## src/rtl/core/sfc_pkg.sv

```systemverilog
package sfc_pkg;

  // Register indexes on the configuration channel
  localparam logic [2:0] REG_ROT_ROW_X   = 3'd0;
  localparam logic [2:0] REG_ROT_ROW_Y   = 3'd1;
  localparam logic [2:0] REG_ROT_ROW_Z   = 3'd2;
  localparam logic [2:0] REG_SHIFT_XY    = 3'd3;
  localparam logic [2:0] REG_SHIFT_Z     = 3'd4;
  localparam logic [2:0] REG_PLANE_TERMS = 3'd5;
  localparam logic [2:0] REG_FAR_DIST    = 3'd6;

  // Reset values: identity rotation, no translation, 45 degree planes, far 100.0
  localparam logic [47:0] RST_ROT_ROW_X   = 48'd16384;
  localparam logic [47:0] RST_ROT_ROW_Y   = 48'd1073741824;
  localparam logic [47:0] RST_ROT_ROW_Z   = 48'd70368744177664;
  localparam logic [63:0] RST_SHIFT_XY    = 64'd0;
  localparam logic [31:0] RST_SHIFT_Z     = 32'd0;
  localparam logic [63:0] RST_PLANE_TERMS = 64'd3260937363148320065;
  localparam logic [30:0] RST_FAR_DIST    = 31'd6553600;

  localparam int unsigned COORD_W = 32;
  localparam int unsigned RAD_W   = 31;
  localparam int unsigned VIEW_W  = 37;

  typedef enum logic [2:0] {
    REJ_NONE   = 3'd0,
    REJ_FAR    = 3'd1,
    REJ_LEFT   = 3'd2,
    REJ_RIGHT  = 3'd3,
    REJ_BOTTOM = 3'd4,
    REJ_TOP    = 3'd5
  } sfc_reject_t;

  typedef struct packed {
    logic [47:0] rot_row_x;
    logic [47:0] rot_row_y;
    logic [47:0] rot_row_z;
    logic [63:0] shift_xy;
    logic [31:0] shift_z;
    logic [63:0] plane_terms;
    logic [30:0] far_dist;
  } sfc_cfg_t;

  // Sphere center in view space, signed Q21.16 with full integer range
  typedef struct packed {
    logic signed [VIEW_W-1:0] vx;
    logic signed [VIEW_W-1:0] vy;
    logic signed [VIEW_W-1:0] vz;
    logic [RAD_W-1:0]         radius;
  } sfc_view_t;

endpackage

```

## src/rtl/core/sfc_if.sv

```systemverilog


interface sfc_cfg_if;
  logic        valid;
  logic        ready;
  logic [2:0]  index;
  logic [63:0] data;
  modport source (output valid, index, data, input ready);
  modport sink (input valid, index, data, output ready);
endinterface

```

## src/rtl/core/sfc_regs.sv

```systemverilog
module sfc_regs (
  input  logic             clk,
  input  logic             rst,
  sfc_cfg_if.sink          cfg,
  output sfc_pkg::sfc_cfg_t regs
);
  import sfc_pkg::*;

  // Writes are always taken
  assign cfg.ready = 1'b1;

  // Load the addressed register; drop writes to unknown indexes
  always_ff @(posedge clk) begin
    if (rst) begin
      regs.rot_row_x   <= RST_ROT_ROW_X;
      regs.rot_row_y   <= RST_ROT_ROW_Y;
      regs.rot_row_z   <= RST_ROT_ROW_Z;
      regs.shift_xy    <= RST_SHIFT_XY;
      regs.shift_z     <= RST_SHIFT_Z;
      regs.plane_terms <= RST_PLANE_TERMS;
      regs.far_dist    <= RST_FAR_DIST;
    end else if (cfg.valid) begin
      unique case (cfg.index)
        REG_ROT_ROW_X:   regs.rot_row_x   <= cfg.data[47:0];
        REG_ROT_ROW_Y:   regs.rot_row_y   <= cfg.data[47:0];
        REG_ROT_ROW_Z:   regs.rot_row_z   <= cfg.data[47:0];
        REG_SHIFT_XY:    regs.shift_xy    <= cfg.data;
        REG_SHIFT_Z:     regs.shift_z     <= cfg.data[31:0];
        REG_PLANE_TERMS: regs.plane_terms <= cfg.data;
        REG_FAR_DIST:    regs.far_dist    <= cfg.data[30:0];
        default: ;
      endcase
    end
  end

endmodule

```

## src/flat_wrapper.sv

```systemverilog
// flat-port wrapper written by rule: the top's interface ports become plain ports
module sfc_regs_flat import sfc_pkg::*;
  (clk, rst, regs, cfg_valid, cfg_index, cfg_data, cfg_ready);
  sfc_cfg_if cfg_i ();
  input  logic clk;
  input  logic rst;
  output sfc_pkg::sfc_cfg_t regs;
  input wire logic [$bits(cfg_i.valid)-1:0] cfg_valid;
  input wire logic [$bits(cfg_i.index)-1:0] cfg_index;
  input wire logic [$bits(cfg_i.data)-1:0] cfg_data;
  output wire logic [$bits(cfg_i.ready)-1:0] cfg_ready;
  assign cfg_i.valid = cfg_valid;
  assign cfg_i.index = cfg_index;
  assign cfg_i.data = cfg_data;
  assign cfg_ready = cfg_i.ready;
  sfc_regs u_core (.clk(clk), .rst(rst), .cfg(cfg_i), .regs(regs));
endmodule
```

## config.mk

```make
export PLATFORM = sky130hd
export DESIGN_NAME = sfc_regs_flat
export DESIGN_NICKNAME = d
export VERILOG_FILES = /design/src/rtl/core/sfc_pkg.sv /design/src/rtl/core/sfc_if.sv /design/src/rtl/core/sfc_regs.sv /design/src/flat_wrapper.sv
export SDC_FILE = /design/constraint.sdc
export NUM_CORES = 1
export LEC_CHECK = 0
export BUFFER_PORTS_ARGS = -buffer_cell sky130_fd_sc_hd__buf_2
export CAP_MARGIN = 30
export CORE_MARGIN = 3
export CORE_UTILIZATION = 50
export CTS_CLUSTER_SIZE = 25
export DETAILED_ROUTE_END_ITERATION = 7
export PLACE_DENSITY = 0.83
export SLEW_MARGIN = 10
export SYNTH_ARGS = -nofsm -noshare
export SYNTH_HDL_FRONTEND = slang
export SYNTH_SLANG_ARGS = --single-unit
```

## constraint.sdc

```tcl
create_clock -name clk -period 1.7 [get_ports clk]
set_input_delay 0.425 -clock clk [delete_from_list [all_inputs] [get_ports clk]]
set_output_delay 0.425 -clock clk [all_outputs]
set_load 0.02 [all_outputs]
```

==> reports/metrics.cfg, run 1 <==
[run_status]
status=finished clean

[layout]
reg_top3=u_core.regs: 335 flops
top_register=u_core.regs
syn2layout_area_growth_pct=28.1
fin_nets=1658
drive_above_1_share_pct=31.1
finalCoreUtilization_pct=66.0
largest_reg_flops=335

[critical_path]
cp-end-kind=output pin
path_class=register to output pin
rr_startpoint=u_core.regs[325]
cp_num_buf_inv=1
arrival_ps=1050
critPathSlowestCell=dfxtp_1
reg2reg_slack_ps=1020
critPathRequiredTime_ps=1270
critPathMaxFanout=2
reg2reg_depth=2
critPathLaunchType=register
path_cells=buf_2
reg2reg_to=u_core.regs[325]
cpLargestDelayFamily=flip-flops
critPathMaxStageDelay_ps=370

[placed_design]
gp_congestion=0.836
portBuffers=404
dp_hpwl_um=26000

[sta]
hold_violations=0
fin_worst_skew_ps=0
min_period_ps=1480
fmax_mhz=678
tns_ps=0
rsz0062_at_grt=no
setup_viol=0
slew_viol_final=0
hold_slack_ps=195
post-route-period-util_pct=86.8

[clocking]
cts_buffers=35
post_cts_buffers=0
clk_latency_ps=490
h-tree-depth=2
cts_max_path_buffers=3
clock_sinks=335
cts_tree=done
cts_resized=0
path_clk_slew_ps=60
hold_buffers=0
cts_root_buffer=clkbuf_16

[global_routing]
grt_remaining_overflow=0
grt_pass1_vias=10400
grtUsageTotal_pct=25.3
grt_max_degree=71
antenna_found_initial=2
grt_pass1_wl_um=57800

[min_path]
hold_path_depth=3
min_to=u_core.regs[175]
hp-start=cfg_data[48]
holdCritPathClass=input port to register

[power_and_ir_drop]
p_leak_uw=0.00877
irDropWorstVdd_mv=0.834
p_per_area_nw_per_um2=1020

[floorplan]
rows=58
dieHeight_um=168
io_pins=406
die_area_um2=28300
die_x_um=168
core-area_um2=25500
start_util_pct=51.5

[synth]
synth_adder_area_share_pct=0
synth_top_family_by_area=multiplexers
synth_nets=1273
synth_simple_gate_area_share_pct=20.1
synth_cells=1203
synth.distinct_cells=14
ys_seq_area_share_pct=51.0
synthesis.area_um2=13200
synthMuxAreaShare_pct=25.5
synth_compound_area_share_pct=0
yosys_warnings=0
ys_ff_latch=335
avgSynthCellArea_um2=10.9
synth_xor_area_share_pct=0

[drt]
dr.first_iter.drc_count=590
first_pass_iters=5
drc=0
vias=9904
drt_wl_total_um=36800
ant_nets=0
wl_per_cell_um=18.9
routed_via_density=5.10

[run]
maxCapViolations=0

[worst max path at each step]
stage,start,end,slack (ps),cells after the start
after global routing,u_core.regs[326],regs[326],180,1
after CTS,u_core.regs[129],regs[129],210,1
after floorplan,cfg_index[0],u_core.regs[326],110,5
final,u_core.regs[180],regs[180],220,1
after detailed placement,cfg_index[1],u_core.regs[328],30,3
after global placement,cfg_index[1],u_core.regs[326],80,3
[report_power, final]
group | leakage [uW] | switching [uW] | internal [uW] | total [uW]
registers | 0.00271 | 91.8 | 8030 | 8120
clock network | 0.000581 | 3060 | 4700 | 7750
logic | 0.00547 | 815 | 570 | 1390
[cell families after synthesis]
kind of cell | after synthesis
and+or+nand+nor | 439
muxes | 335
DFF | 335
buffers and inverters | 93
other | 1
[layout by cell type (no fill, tap or decap)]
cell type and n:
buf_12 15, diode_2 1, dfxtp_1 335, bufinv_16 3
nor4b_2 1, nor2_1 59, or4b_4 1, nand4b_1 3
clkbuf_1 7, nand2b_1 369, clkinv_4 2, and4b_1 1
and4b_2 2, buf_2 403, conb_1 1, clkbuf_16 37
buf_4 22, nand4bb_4 3, mux2i_1 335, clkbuf_8 7
clkinv_2 6
[synth_stat cells]
library cell  count  area [um2]
mux2i_1         335        3350
buf_6             3        33.8
or4b_4            1        13.8
nand4bb_1         3        33.8
nor4b_1           1        8.76
dfxtp_1         335        6710
nand2b_1        369        2310
buf_4            11        82.6
nand4b_1          3        26.3
nor2_1           59         221
buf_2            27         135
clkbuf_1         52         195
conb_1            1        3.75
and4b_1           3        30.0
[layout make-up]
class / instances / area, um2
tap: 330 / 413
fill: 2006 / 8700
clock buffer: 50 / 1030
sequential: 335 / 6710
antenna: 1 / 2.50
clock inverter: 11 / 138
timing repair buffer: 441 / 2500
multi-input combinational: 775 / 6060
[routing by layer]
layer	up-vias	routed length, um	global-route usage (%)
met2	332	17900	43.8
met3	93	2400	5.85
met1	4759	15000	30.5
li1	4718	-	-
met4	2	1440	9.85
met5	-	13	0
[through the flow]
stage | area [um2] | instances | setup WS, ps | total power (uW)
2_1_floorplan | 13200 | 1203 | 110 | 9140
3_3_place_gp | 15700 | 1881 | 76.1 | 9640
3_5_place_dp | 15700 | 1881 | 29.8 | 9670
4_1_cts | 16800 | 1942 | 210 | 17400
5_1_grt | 16800 | 1943 | 183 | 17800
6_report | 16800 | 1943 | 224 | 17300
Power figures use the tool's default switching activity.
==> run 2: changes to the inputs <==
--- a/config.mk
+++ b/config.mk
@@ -9,8 +9,10 @@
 export CAP_MARGIN = 30
 export CORE_MARGIN = 3
 export CORE_UTILIZATION = 50
+export CTS_CLUSTER_DIAMETER = 40
 export CTS_CLUSTER_SIZE = 25
 export DETAILED_ROUTE_END_ITERATION = 7
+export GPL_TIMING_DRIVEN = 0
 export PLACE_DENSITY = 0.83
 export SLEW_MARGIN = 10
 export SYNTH_ARGS = -nofsm -noshare
==> run 2 against run 1 <==
Effect of this change: routed wire length rose by 14%; total power rose by 8.5%; count of clock-buffer cells in the layout did not move; sequential share of layout area fell by 0.51 points; fmax fell by 7.6%; largest power group is now the clock network.
==> reports/metrics.cfg, run 2 (synthesized netlist as in run 1, its figures left out) <==
[clocking]
cts_buffers=42
clk_latency_ps=510
cts_root_buffer=clkbuf_16
cts_resized=0
h-tree-depth=2
hold_buffers=0
clock_sinks=335
cts_tree=done
post_cts_buffers=0
path_clk_slew_ps=60
cts_max_path_buffers=3

[floorplan]
io_pins=406
die_x_um=168
rows=58
start_util_pct=51.5
dieHeight_um=168
die_area_um2=28300
core-area_um2=25500

[critical_path]
critPathLaunchType=input port
reg2reg_slack_ps=990
crit_top_cell=clkbuf_1
path_class=input port to register
critPathRequiredTime_ps=2090
rr_startpoint=u_core.regs[147]
reg2reg_depth=2
cpLargestDelayFamily=buffers and inverters
critPathMaxStageDelay_ps=500
cp-end-kind=register
path_cells=clkbuf_1, clkbuf_1, nand2b_1, mux2i_1
critPathSlowestCell=clkbuf_1
crit_cells=4
cp_num_buf_inv=2
reg2reg_to=u_core.regs[147]
critPathMaxFanout=10
arrival_ps=1980

[layout]
largest_reg_flops=335
final_common_cell=buf_2
drive_above_1_share_pct=30.8
multi_input_area_um2=6000
fin_nets=1720
fill_cells=2014
syn2layout_area_growth_pct=29.8
final_area_um2=17100
reg_top3=u_core.regs: 335 flops
top_register=u_core.regs
seqCellArea_um2=6710
final_cell_mix=buf_2 (430), nand2b_1 (369), mux2i_1 (335), dfxtp_1 (335), nor2_1 (59)

[sta]
hold_slack_ps=181
tightest_slew_ps=834
setup_ws_ps=103
slew_viol_final=0
fmax_mhz=626
post-route-period-util_pct=93.9
setup_viol=0
relSlewSlack_pct=44.4
fin_worst_skew_ps=0
min_period_ps=1600
hold_violations=0
rsz0062_at_grt=no

[placed_design]
gp_congestion=0.838
placed_area_um2=15600
dp_slack_ps=-459
dp_hpwl_um=30500
portBuffers=403

[power_and_ir_drop]
irDropWorstVdd_mv=1.03
p_per_area_nw_per_um2=1100
swShare_pct=24.4
power_frac_comb_pct=7.6
power.total_uw=18700
power_frac_seq_pct=43.4
p_leak_uw=0.00885
p_int_uw=14100
p_switching_uw=4570
p_clk_share_pct=49.0

[global_routing]
grt_pass1_vias=10700
grt_max_degree=15
grt_remaining_overflow=0
grtUsageTotal_pct=28.5
antenna_found_initial=5
grt_pass1_wl_um=63500

[min_path]
min_to=u_core.regs[237]
hp-start=cfg_data[46]
holdCritPathClass=input port to register
hold_path_depth=3

[run_status]
status=finished clean

[drt]
drt_wl_total_um=41800
vias=10400
routed_via_density=5.15
wl_per_cell_um=20.7
first_pass_iters=5
ant_nets=0
drc=0
dr.first_iter.drc_count=661

[run]
maxCapViolations=0

[run 2: cell type report]
cell class	instances	area share, %
diodes	7	0.103
repair buffers	403	11.8
plain buffers	93	2.62
clock inverters	28	1.83
clock buffers	50	6.77
multi-input cells	775	35.2
flip-flops and latches	335	39.3
well taps	330	2.42
[run 2: worst max path at each step]
stage / from / slack [ps] / endpoint
floorplan: cfg_index[0] / 110 / u_core.regs[326]
global placement: rst / -480 / u_core.regs[317]
detailed placement: rst / -460 / u_core.regs[125]
CTS: rst / 70 / u_core.regs[317]
global route: rst / 9 / u_core.regs[71]
finish: rst / 100 / u_core.regs[317]
[run 2: tightest hold or removal path, stage by stage]
cell	delay, ps
buf_2	90
nor2_1	40
mux2i_1	100
[run 2: power by group through the flow]
stage | clock (uW) | sequential (uW) | combinational, uW
global route | 9560 | 8140 | 1510
global placement | 0 | 8280 | 1400
detailed placement | 0 | 8290 | 1420
floorplan | 0 | 8500 | 647
CTS | 9260 | 8120 | 1430
finish | 9170 | 8120 | 1420
[run 2: through the flow]
| stage | utilization [%] | TNS, ps | std cells |
|---|---|---|---|
| 3_3_place_gp | 61.0 | -84260 | 1936 |
| 6_report | 66.8 | 0 | 2021 |
| 2_1_floorplan | - | 0 | 1203 |
| 5_1_grt | 66.8 | 0 | 2018 |
| 3_5_place_dp | 61.0 | -89330 | 1936 |
| 4_1_cts | 66.7 | 0 | 2014 |
[run 2: routing by layer]
| metal | vias up | part of all wire, % | global-route usage (%) |
|---|---|---|---|
| li1 | 4876 | - | - |
| met1 | 5049 | 41 | 35.1 |
| met2 | 387 | 48 | 48.9 |
| met3 | 102 | 7.1 | 6.10 |
| met4 | 2 | 3.6 | 11.0 |
| met5 | - | 0.022 | 0 |
